--- config.mk ---
export PLATFORM = sky130hd
export DESIGN_NAME = motor_backlash_gap_compensator
export DESIGN_NICKNAME = d
export VERILOG_FILES = /design/src/hdl/mbgc_pkg.sv /design/src/hdl/motor_backlash_gap_compensator.sv /design/src/hdl/mbgc_min_scan.sv
export VERILOG_INCLUDE_DIRS = /design/src /design/src/hdl
export SDC_FILE = /design/constraint.sdc
export NUM_CORES = 1
export LEC_CHECK = 0
export ABC_AREA = 1
export BUFFER_PORTS_ARGS = -buffer_cell sky130_fd_sc_hd__buf_4
export CAP_MARGIN = 20
export CORE_AREA = 3 3 178 180
export CTS_CLUSTER_SIZE = 8
export DETAILED_ROUTE_END_ITERATION = 10
export DIE_AREA = 0 0 181 183
export PLACE_DENSITY = 0.66
export REMOVE_ABC_BUFFERS = 1
export SETUP_SLACK_MARGIN = 0.4
export SYNTH_ARGS = -nofsm -noshare
export SYNTH_HDL_FRONTEND = slang
export SYNTH_SLANG_ARGS = --single-unit
--- constraint.sdc ---
create_clock -name i_clk -period 2.7 [get_ports i_clk]
set_input_delay 0.27 -clock i_clk [delete_from_list [all_inputs] [get_ports i_clk]]
set_output_delay 0.27 -clock i_clk [all_outputs]
set_load 0.03 [all_outputs]
--- src/hdl/motor_backlash_gap_compensator_defines.svh ---
// Assertion macros for the backlash gap compensator.
// Included by files that check their own logic; needs a clock named i_clk and reset i_rst_n.
`ifndef MOTOR_BACKLASH_GAP_COMPENSATOR_DEFINES_SVH
`define MOTOR_BACKLASH_GAP_COMPENSATOR_DEFINES_SVH
`ifndef SYNTHESIS
// Property that must hold at every clock edge outside reset
`define MBGC_ASSERT(lbl, prop, msg) \
    lbl: assert property (@(posedge i_clk) disable iff (!i_rst_n) prop) else $error(msg);
// Condition that must never be seen outside reset
`define MBGC_NEVER(lbl, cond, msg) \
    lbl: assert property (@(posedge i_clk) disable iff (!i_rst_n) !(cond)) else $error(msg);
`else
`define MBGC_ASSERT(lbl, prop, msg)
`define MBGC_NEVER(lbl, cond, msg)
`endif
`endif

--- src/hdl/mbgc_pkg.sv ---
// Shared constants and types for the backlash gap compensator.
// No dependencies; used by the RTL.
package mbgc_pkg;

    // Sample buffer geometry
    localparam int SAMPLE_COUNT = 16;
    localparam int IDX_W        = $clog2(SAMPLE_COUNT);
    localparam int CNT_W        = $clog2(SAMPLE_COUNT + 1);
    localparam int DATA_W       = 16;

    localparam logic [DATA_W-1:0] SAMPLE_MAX = 16'hFFFF;

    // Calibration mode codes
    localparam logic [1:0] FUNC_NORMAL    = 2'd0;
    localparam logic [1:0] FUNC_MEAS_DOWN = 2'd1;
    localparam logic [1:0] FUNC_MEAS_UP   = 2'd2;

    // Motor direction codes
    localparam logic DIR_UP   = 1'b0;
    localparam logic DIR_DOWN = 1'b1;

    typedef logic [IDX_W-1:0] t_idx;

    // Requests from the sequencer to the sample buffer
    typedef struct packed {
        logic              start;
        logic              wr_en;
        t_idx              wr_addr;
        logic [DATA_W-1:0] wr_data;
    } t_scan_cmd;

    // Status back from the sample buffer
    typedef struct packed {
        logic done;
        t_idx min_idx;
    } t_scan_sts;

endpackage

--- src/hdl/motor_backlash_gap_compensator.sv ---
// Top level of the motor backlash gap compensator.
// Depends on mbgc_pkg, mbgc_min_scan and motor_backlash_gap_compensator_defines.svh.
`include "motor_backlash_gap_compensator_defines.svh"

// One beat in gives one beat out. A normal pulse, or a calibration pulse that
// only stores a sample, goes from ST_IDLE to ST_FINISH and back. A down
// calibration pulse that arrives with the sample buffer full, or an up one
// that does so while the up gap is still zero, triggers the minimum search,
// which reads the sample memory one entry per cycle through a single
// comparator. The input side is not ready while a pulse is in work, but it is
// ready again while the previous result still waits in the output register.
// The sample memory needs no clearing after reset: only entries written since
// the last measurement are ever searched.
module motor_backlash_gap_compensator (
    input  logic                         i_clk,
    input  logic                         i_rst_n,
    input  logic                         i_in_valid,
    output logic                         o_in_ready,
    input  logic                         i_direction,
    input  logic [1:0]                   i_func,
    input  logic [mbgc_pkg::DATA_W-1:0]  i_window_pos,
    input  logic [mbgc_pkg::DATA_W-1:0]  i_tick_interval,
    output logic                         o_out_valid,
    input  logic                         i_out_ready,
    output logic [mbgc_pkg::DATA_W-1:0]  o_corrected_pos
);
    import mbgc_pkg::*;

    typedef enum logic [2:0] {
        ST_IDLE   = 3'b001,
        ST_SCAN   = 3'b010,
        ST_FINISH = 3'b100
    } t_state;

    t_state            r_state;
    logic [CNT_W-1:0]  r_fill;
    t_idx              r_down_gap;
    t_idx              r_up_gap;
    logic              r_last_dir;
    logic              r_dir;
    logic [DATA_W-1:0] r_pos;
    logic              r_meas_up;
    logic              r_out_valid;
    logic [DATA_W-1:0] r_out_pos;

    t_scan_cmd         n_cmd;
    t_scan_sts         sts;
    logic              n_accept;
    logic              n_meas;
    logic              n_full;
    logic              n_scan_go;
    logic              n_emit;
    logic [DATA_W-1:0] n_pos;

    assign o_in_ready = (r_state == ST_IDLE);
    assign n_accept   = i_in_valid && o_in_ready;

    // Decode the incoming beat
    always_comb begin
        n_meas    = (i_func == FUNC_MEAS_DOWN) || (i_func == FUNC_MEAS_UP);
        n_full    = (r_fill == CNT_W'(SAMPLE_COUNT));
        n_scan_go = n_full && ((i_func == FUNC_MEAS_DOWN) ||
                               ((i_func == FUNC_MEAS_UP) && (r_up_gap == '0)));
        n_cmd.start   = n_accept && n_scan_go;
        n_cmd.wr_en   = n_accept && n_meas && !n_full;
        n_cmd.wr_addr = r_fill[IDX_W-1:0];
        n_cmd.wr_data = i_tick_interval;
    end

    mbgc_min_scan u_scan (
        .i_clk   (i_clk),
        .i_rst_n (i_rst_n),
        .i_cmd   (n_cmd),
        .o_sts   (sts)
    );

    // Gap compensation on a direction change
    always_comb begin
        n_pos = r_pos;
        if (r_dir != r_last_dir) begin
            if (!r_dir) begin
                n_pos = r_pos + DATA_W'(r_up_gap);
            end else begin
                n_pos = r_pos - DATA_W'(r_down_gap);
            end
        end
        n_emit = (r_state == ST_FINISH) && (!r_out_valid || i_out_ready);
    end

    // Sequencer and state
    always_ff @(posedge i_clk) begin
        if (!i_rst_n) begin
            r_state     <= ST_IDLE;
            r_fill      <= '0;
            r_down_gap  <= '0;
            r_up_gap    <= '0;
            r_last_dir  <= 1'b0;
            r_out_valid <= 1'b0;
        end else begin
            unique case (r_state)
                ST_IDLE: begin
                    if (n_accept) begin
                        if (n_cmd.wr_en) begin
                            r_fill <= r_fill + CNT_W'(1);
                        end
                        r_state <= n_scan_go ? ST_SCAN : ST_FINISH;
                    end
                end
                ST_SCAN: begin
                    if (sts.done) begin
                        if (r_meas_up) begin
                            r_up_gap <= sts.min_idx;
                        end else begin
                            r_down_gap <= sts.min_idx;
                        end
                        r_fill  <= '0;
                        r_state <= ST_FINISH;
                    end
                end
                ST_FINISH: begin
                    if (n_emit) begin
                        r_last_dir <= r_dir;
                        r_state    <= ST_IDLE;
                    end
                end
                default: r_state <= ST_IDLE;
            endcase

            // Output register
            if (n_emit) begin
                r_out_valid <= 1'b1;
            end else if (i_out_ready) begin
                r_out_valid <= 1'b0;
            end
        end
    end

    // Beat payload and result registers
    always_ff @(posedge i_clk) begin
        if (n_accept) begin
            r_dir     <= i_direction;
            r_pos     <= i_window_pos;
            r_meas_up <= (i_func == FUNC_MEAS_UP);
        end
        if (n_emit) begin
            r_out_pos <= n_pos;
        end
    end

    assign o_out_valid     = r_out_valid;
    assign o_corrected_pos = r_out_pos;

    // Checks
    `MBGC_NEVER(a_fill_range, r_fill > CNT_W'(SAMPLE_COUNT), "fill count past buffer size")
    `MBGC_ASSERT(a_done_in_scan, sts.done |-> r_state == ST_SCAN, "scan done outside scan state")
    `MBGC_ASSERT(a_clear_after_scan, sts.done |=> r_fill == '0, "fill count not cleared")
    `MBGC_ASSERT(a_state_onehot, $onehot(r_state), "state register not one-hot")

endmodule

--- src/hdl/mbgc_min_scan.sv ---
// Sample memory plus a one-compare-per-cycle search for the first minimum.
// Depends on mbgc_pkg.
module mbgc_min_scan (
    input  logic                i_clk,
    input  logic                i_rst_n,
    input  mbgc_pkg::t_scan_cmd i_cmd,
    output mbgc_pkg::t_scan_sts o_sts
);
    import mbgc_pkg::*;

    logic [DATA_W-1:0] r_mem [SAMPLE_COUNT];

    logic              r_active;
    logic [CNT_W-1:0]  r_cnt;
    logic              r_rd_vld;
    t_idx              r_rd_idx;
    logic [DATA_W-1:0] r_rd_data;
    logic [DATA_W-1:0] r_best;
    t_idx              r_at;

    logic              n_issue;
    logic              n_lower;
    logic [DATA_W-1:0] n_best;
    t_idx              n_at;
    logic              n_done;

    assign n_issue = r_active && (r_cnt < CNT_W'(SAMPLE_COUNT));

    // Memory: one write port, one registered read port
    always_ff @(posedge i_clk) begin
        if (i_cmd.wr_en) begin
            r_mem[i_cmd.wr_addr] <= i_cmd.wr_data;
        end
        if (n_issue) begin
            r_rd_data <= r_mem[r_cnt[IDX_W-1:0]];
        end
    end

    // Shared comparator: strictly lower keeps the first minimum
    always_comb begin
        n_lower = r_rd_vld && (r_rd_data < r_best);
        n_best  = n_lower ? r_rd_data : r_best;
        n_at    = n_lower ? r_rd_idx  : r_at;
        n_done  = r_active && r_rd_vld && (r_rd_idx == IDX_W'(SAMPLE_COUNT - 1));
    end

    // Scan sequencer
    always_ff @(posedge i_clk) begin
        if (!i_rst_n) begin
            r_active <= 1'b0;
            r_cnt    <= '0;
            r_rd_vld <= 1'b0;
            r_rd_idx <= '0;
            r_best   <= SAMPLE_MAX;
            r_at     <= '0;
        end else if (i_cmd.start) begin
            r_active <= 1'b1;
            r_cnt    <= '0;
            r_rd_vld <= 1'b0;
            r_best   <= SAMPLE_MAX;
            r_at     <= '0;
        end else if (r_active) begin
            if (n_issue) begin
                r_cnt <= r_cnt + CNT_W'(1);
            end
            r_rd_vld <= n_issue;
            r_rd_idx <= r_cnt[IDX_W-1:0];
            r_best   <= n_best;
            r_at     <= n_at;
            if (n_done) begin
                r_active <= 1'b0;
            end
        end
    end

    assign o_sts.done    = n_done;
    assign o_sts.min_idx = n_at;

endmodule
==> impl_metrics.json <==
{
  "status": "completed",
  "fin_crit_ns": 2.40,
  "synthTopCellsByArea": "edfxtp_1, dfxtp_1, nor2_1",
  "max-vdd-ir-drop_v": 0.000519,
  "holdWs_ns": 0.0225,
  "cp-start-kind": "flip-flop",
  "wl_mm": 35.0,
  "critPathMaxFanout": 4,
  "dp_hpwl_mm": 19.6,
  "design.core.area_sq_mm": 0.0303,
  "layout.nets": 1497,
  "die_area_sq_mm": 0.0331,
  "rsz0062_at_grt": "true",
  "grt_pass1_wl_mm": 53.3,
  "grt_overflow_total": 0,
  "gp_congestion": 0.896,
  "post_drt_wl_per_cell_microns": 19.2,
  "async_reset_ff_share_pct": 0,
  "cts_max_path_buffers": 3,
  "power_leakage_nw": 6.76,
  "drc_errors": 0,
  "syn_to_final_growth_pct": 22.3,
  "root_buffer": "clkbuf_16",
  "holdPathStages": 4,
  "synthFlopType": "edfxtp_1",
  "synth_most_common_cell": "edfxtp_1",
  "r2r-end": "o_corrected_pos[14]",
  "firstDrtPassIters": 5,
  "diodes": 0,
  "placed_area_sq_mm": 0.0163,
  "hold_class": "input port to flip-flop",
  "slowest_delay_ns": 0.36,
  "antenna_found_initial": 0,
  "fin_cells": 1826,
  "yosysWarnings": 0,
  "yosys_register_bits": 355,
  "start_util_pct": 49.8,
  "cp-end-kind": "flip-flop",
  "cp.arrival_ns": 2.69,
  "grt_pass1_vias": 9713,
  "finalCritPeriodShare_pct": 89.1,
  "yosysTopAreaCellShare_pct": 60.8,
  "die_x_microns": 181,
  "tns_ns": 0,
  "finalHoldViolCount": 0,
  "slowest_stage": "dfxtp_4",
  "relSlewSlack_pct": 52.0,
  "synth_seq_area_share_pct": 67.3,
  "worstMarginPinSlew_ns": 0.718,
  "r2r_start": "r_up_gap[0]",
  "synth_edf_count": 306,
  "synthesis.instances": 1287,
  "final_util_pct": 60.9,
  "finalSetupViolations": 0,
  "clock_skew_ns": 0.0297,
  "crit_type": "flip-flop to flip-flop",
  "reg2reg_depth": 12,
  "worstPathRequired_ns": 2.99,
  "htree_levels": 2,
  "post_drt_via_cell_ratio": 5.58,
  "grt_usage_pct": 20.4,
  "cp-endpoint": "o_corrected_pos[14]",
  "multi_input_area_sq_mm": 0.00480,
  "power_density_mw_per_mm2": 669,
  "clkSlewWorstSetupHoldPaths_ns": 0.05,
  "place_inst": 1720,
  "die_y_microns": 183,
  "fillCellCount": 2247,
  "vias": 10200,
  "crit_start": "r_up_gap[0]",
  "drtIter0Drc": 787,
  "synthTopCellsByCount": "edfxtp_1, nor2_1, nand2_1",
  "design_area_sq_mm": 0.0185,
  "synth_top_area_cell": "edfxtp_1",
  "syn_area_sq_mm": 0.0151,
  "grt_max_degree": 71,
  "rrSetupSlack_ns": 0.30,
  "row_count": 64,
  "cts_tree": "yes",
  "ant_nets": 0,
  "maxSlewViolCount": 0,
  "drive_gt1_share_pct": 18.1,
  "cts_buffers": 50,
  "syn_avg_cell_area_sq_um": 11.7,
  "maxCapViolCount": 0,
  "fmax_mhz": 416,
  "cp_cell_sequence": "nor3_4 -> ha_4 -> o21ai_4 -> ha_4 -> a21oi_4 -> o21ai_4 -> a21boi_2 -> inv_1 -> nand4_1 -> nand3_1 -> nand3_1 -> nand2_1",
  "io_pins": 57,
  "yosysUniqueCellTypes": 45,
  "cts.sink_count": 355,
  "clock_latency_ns": 0.56,
  "regArea_sq_mm": 0.0102,
  "numPortBuffers": 56
}
power by group:
group | switching [mW] | total [mW] | internal (mW)
registers | 0.0491 | 6.12 | 6.07
logic | 0.466 | 0.782 | 0.316
clock network | 2.13 | 5.46 | 3.33
total | 2.65 | 12.4 | 9.72
cells by family after synthesis:
| group | count (synthesis) | share of synthesized area [%] |
|---|---|---|
| compound gates | 207 | 8.82 |
| xor+xnor | 14 | 0.811 |
| fa+ha+maj | 43 | 3.61 |
| buf+inv | 149 | 3.89 |
| flops | 355 | 67.3 |
| mux | 26 | 1.72 |
| simple gates | 493 | 13.9 |
critical path: cells and delay by family (launching register included):
family / cells / cell delay, ns
adder cells (fa/ha/maj): 2 / 0.49
buffers and inverters: 1 / 0.09
flip-flops: 1 / 0.36
AND/OR/NAND/NOR: 5 / 0.64
AO/OA/AOI/OAI: 4 / 0.58
repair_timing:
action,CTS,global route
buffers inserted,1,7
endpoints found under the setup margin,11,268
pin swaps,3,29
hold buffers,31,0
hold endpoints to repair,159,0
gates resized for setup,21,83
layout make-up:
type | count | share of cell area [%]
Sequential cell | 355 | 55.1
Tap cell | 396 | 2.68
Inverter | 94 | 1.94
Clock inverter | 3 | 0.365
Timing Repair Buffer | 131 | 6.95
Multi-Input combinational cell | 783 | 25.9
Clock buffer | 64 | 7.05
registers in the layout, indices dropped and copies added, names as in the netlist, 3 cells and up:
name,cells
u_scan.r_cnt,5
r_state,3
r_up_gap,4
r_down_gap,4
u_scan.r_at,4
u_scan.r_best,16
u_scan.r_mem,256
o_corrected_pos,16
u_scan.r_rd_data,16
r_fill,5
r_pos,16
u_scan.r_rd_idx,4
routing by layer:
| layer | track usage (%) | share of wire (%) | vias to the layer above |
|---|---|---|---|
| li1 | - | - | 4849 |
| met1 | 28.2 | 43 | 4888 |
| met4 | 7.89 | 3.5 | 0 |
| met5 | 0 | 0 | - |
| met2 | 32.9 | 47 | 363 |
| met3 | 3.35 | 6.4 | 96 |
how the worst min path moves through the flow:
stage,slack [ns],from,endpoint
6_report,0.02,i_out_ready,o_out_valid
5_1_grt,0.02,i_tick_interval[15],u_scan.r_mem[9][15]
4_1_cts,0.0003,i_out_ready,o_out_valid
3_5_place_dp,0.45,i_window_pos[1],r_pos[1]
3_3_place_gp,0.45,i_window_pos[13],r_pos[13]
2_1_floorplan,0.35,i_rst_n,r_state[0]
cell usage in the layout (no fill, tap or decap), types with 3 or more instances in the layout:
cell	n
nand2_1	176
o21bai_1	6
o221ai_1	26
edfxtp_1	306
ha_4	13
inv_2	11
mux2i_1	26
nand4_1	9
nor3_4	3
o32ai_1	38
xor2_1	8
o21ai_4	4
a31oi_1	4
clkbuf_1	14
buf_4	78
nand3_1	65
xnor2_1	5
o211ai_1	6
nand3b_1	3
buf_6	3
nand3_2	6
ha_1	29
o21ai_0	79
buf_8	5
nor2_4	3
a21oi_1	24
nand2_4	7
a21oi_2	6
inv_1	78
dfxtp_1	45
clkbuf_16	50
o21ai_1	4
buf_12	14
nand2_2	11
nor2_1	180
dfxtp_4	3
nor2_2	21
dlygate4sd3_1	31
nor3_2	4
through the flow:
stage / power, mW / setup slack [ns]
final: 12.4 / 0.295
after CTS: 12.4 / 0.366
after detailed placement: 6.83 / 0.137
after global routing: 12.8 / 0.212
after floorplan: 6.58 / -2.20
after global placement: 6.82 / 0.187
Power figures use the tool's default switching activity.
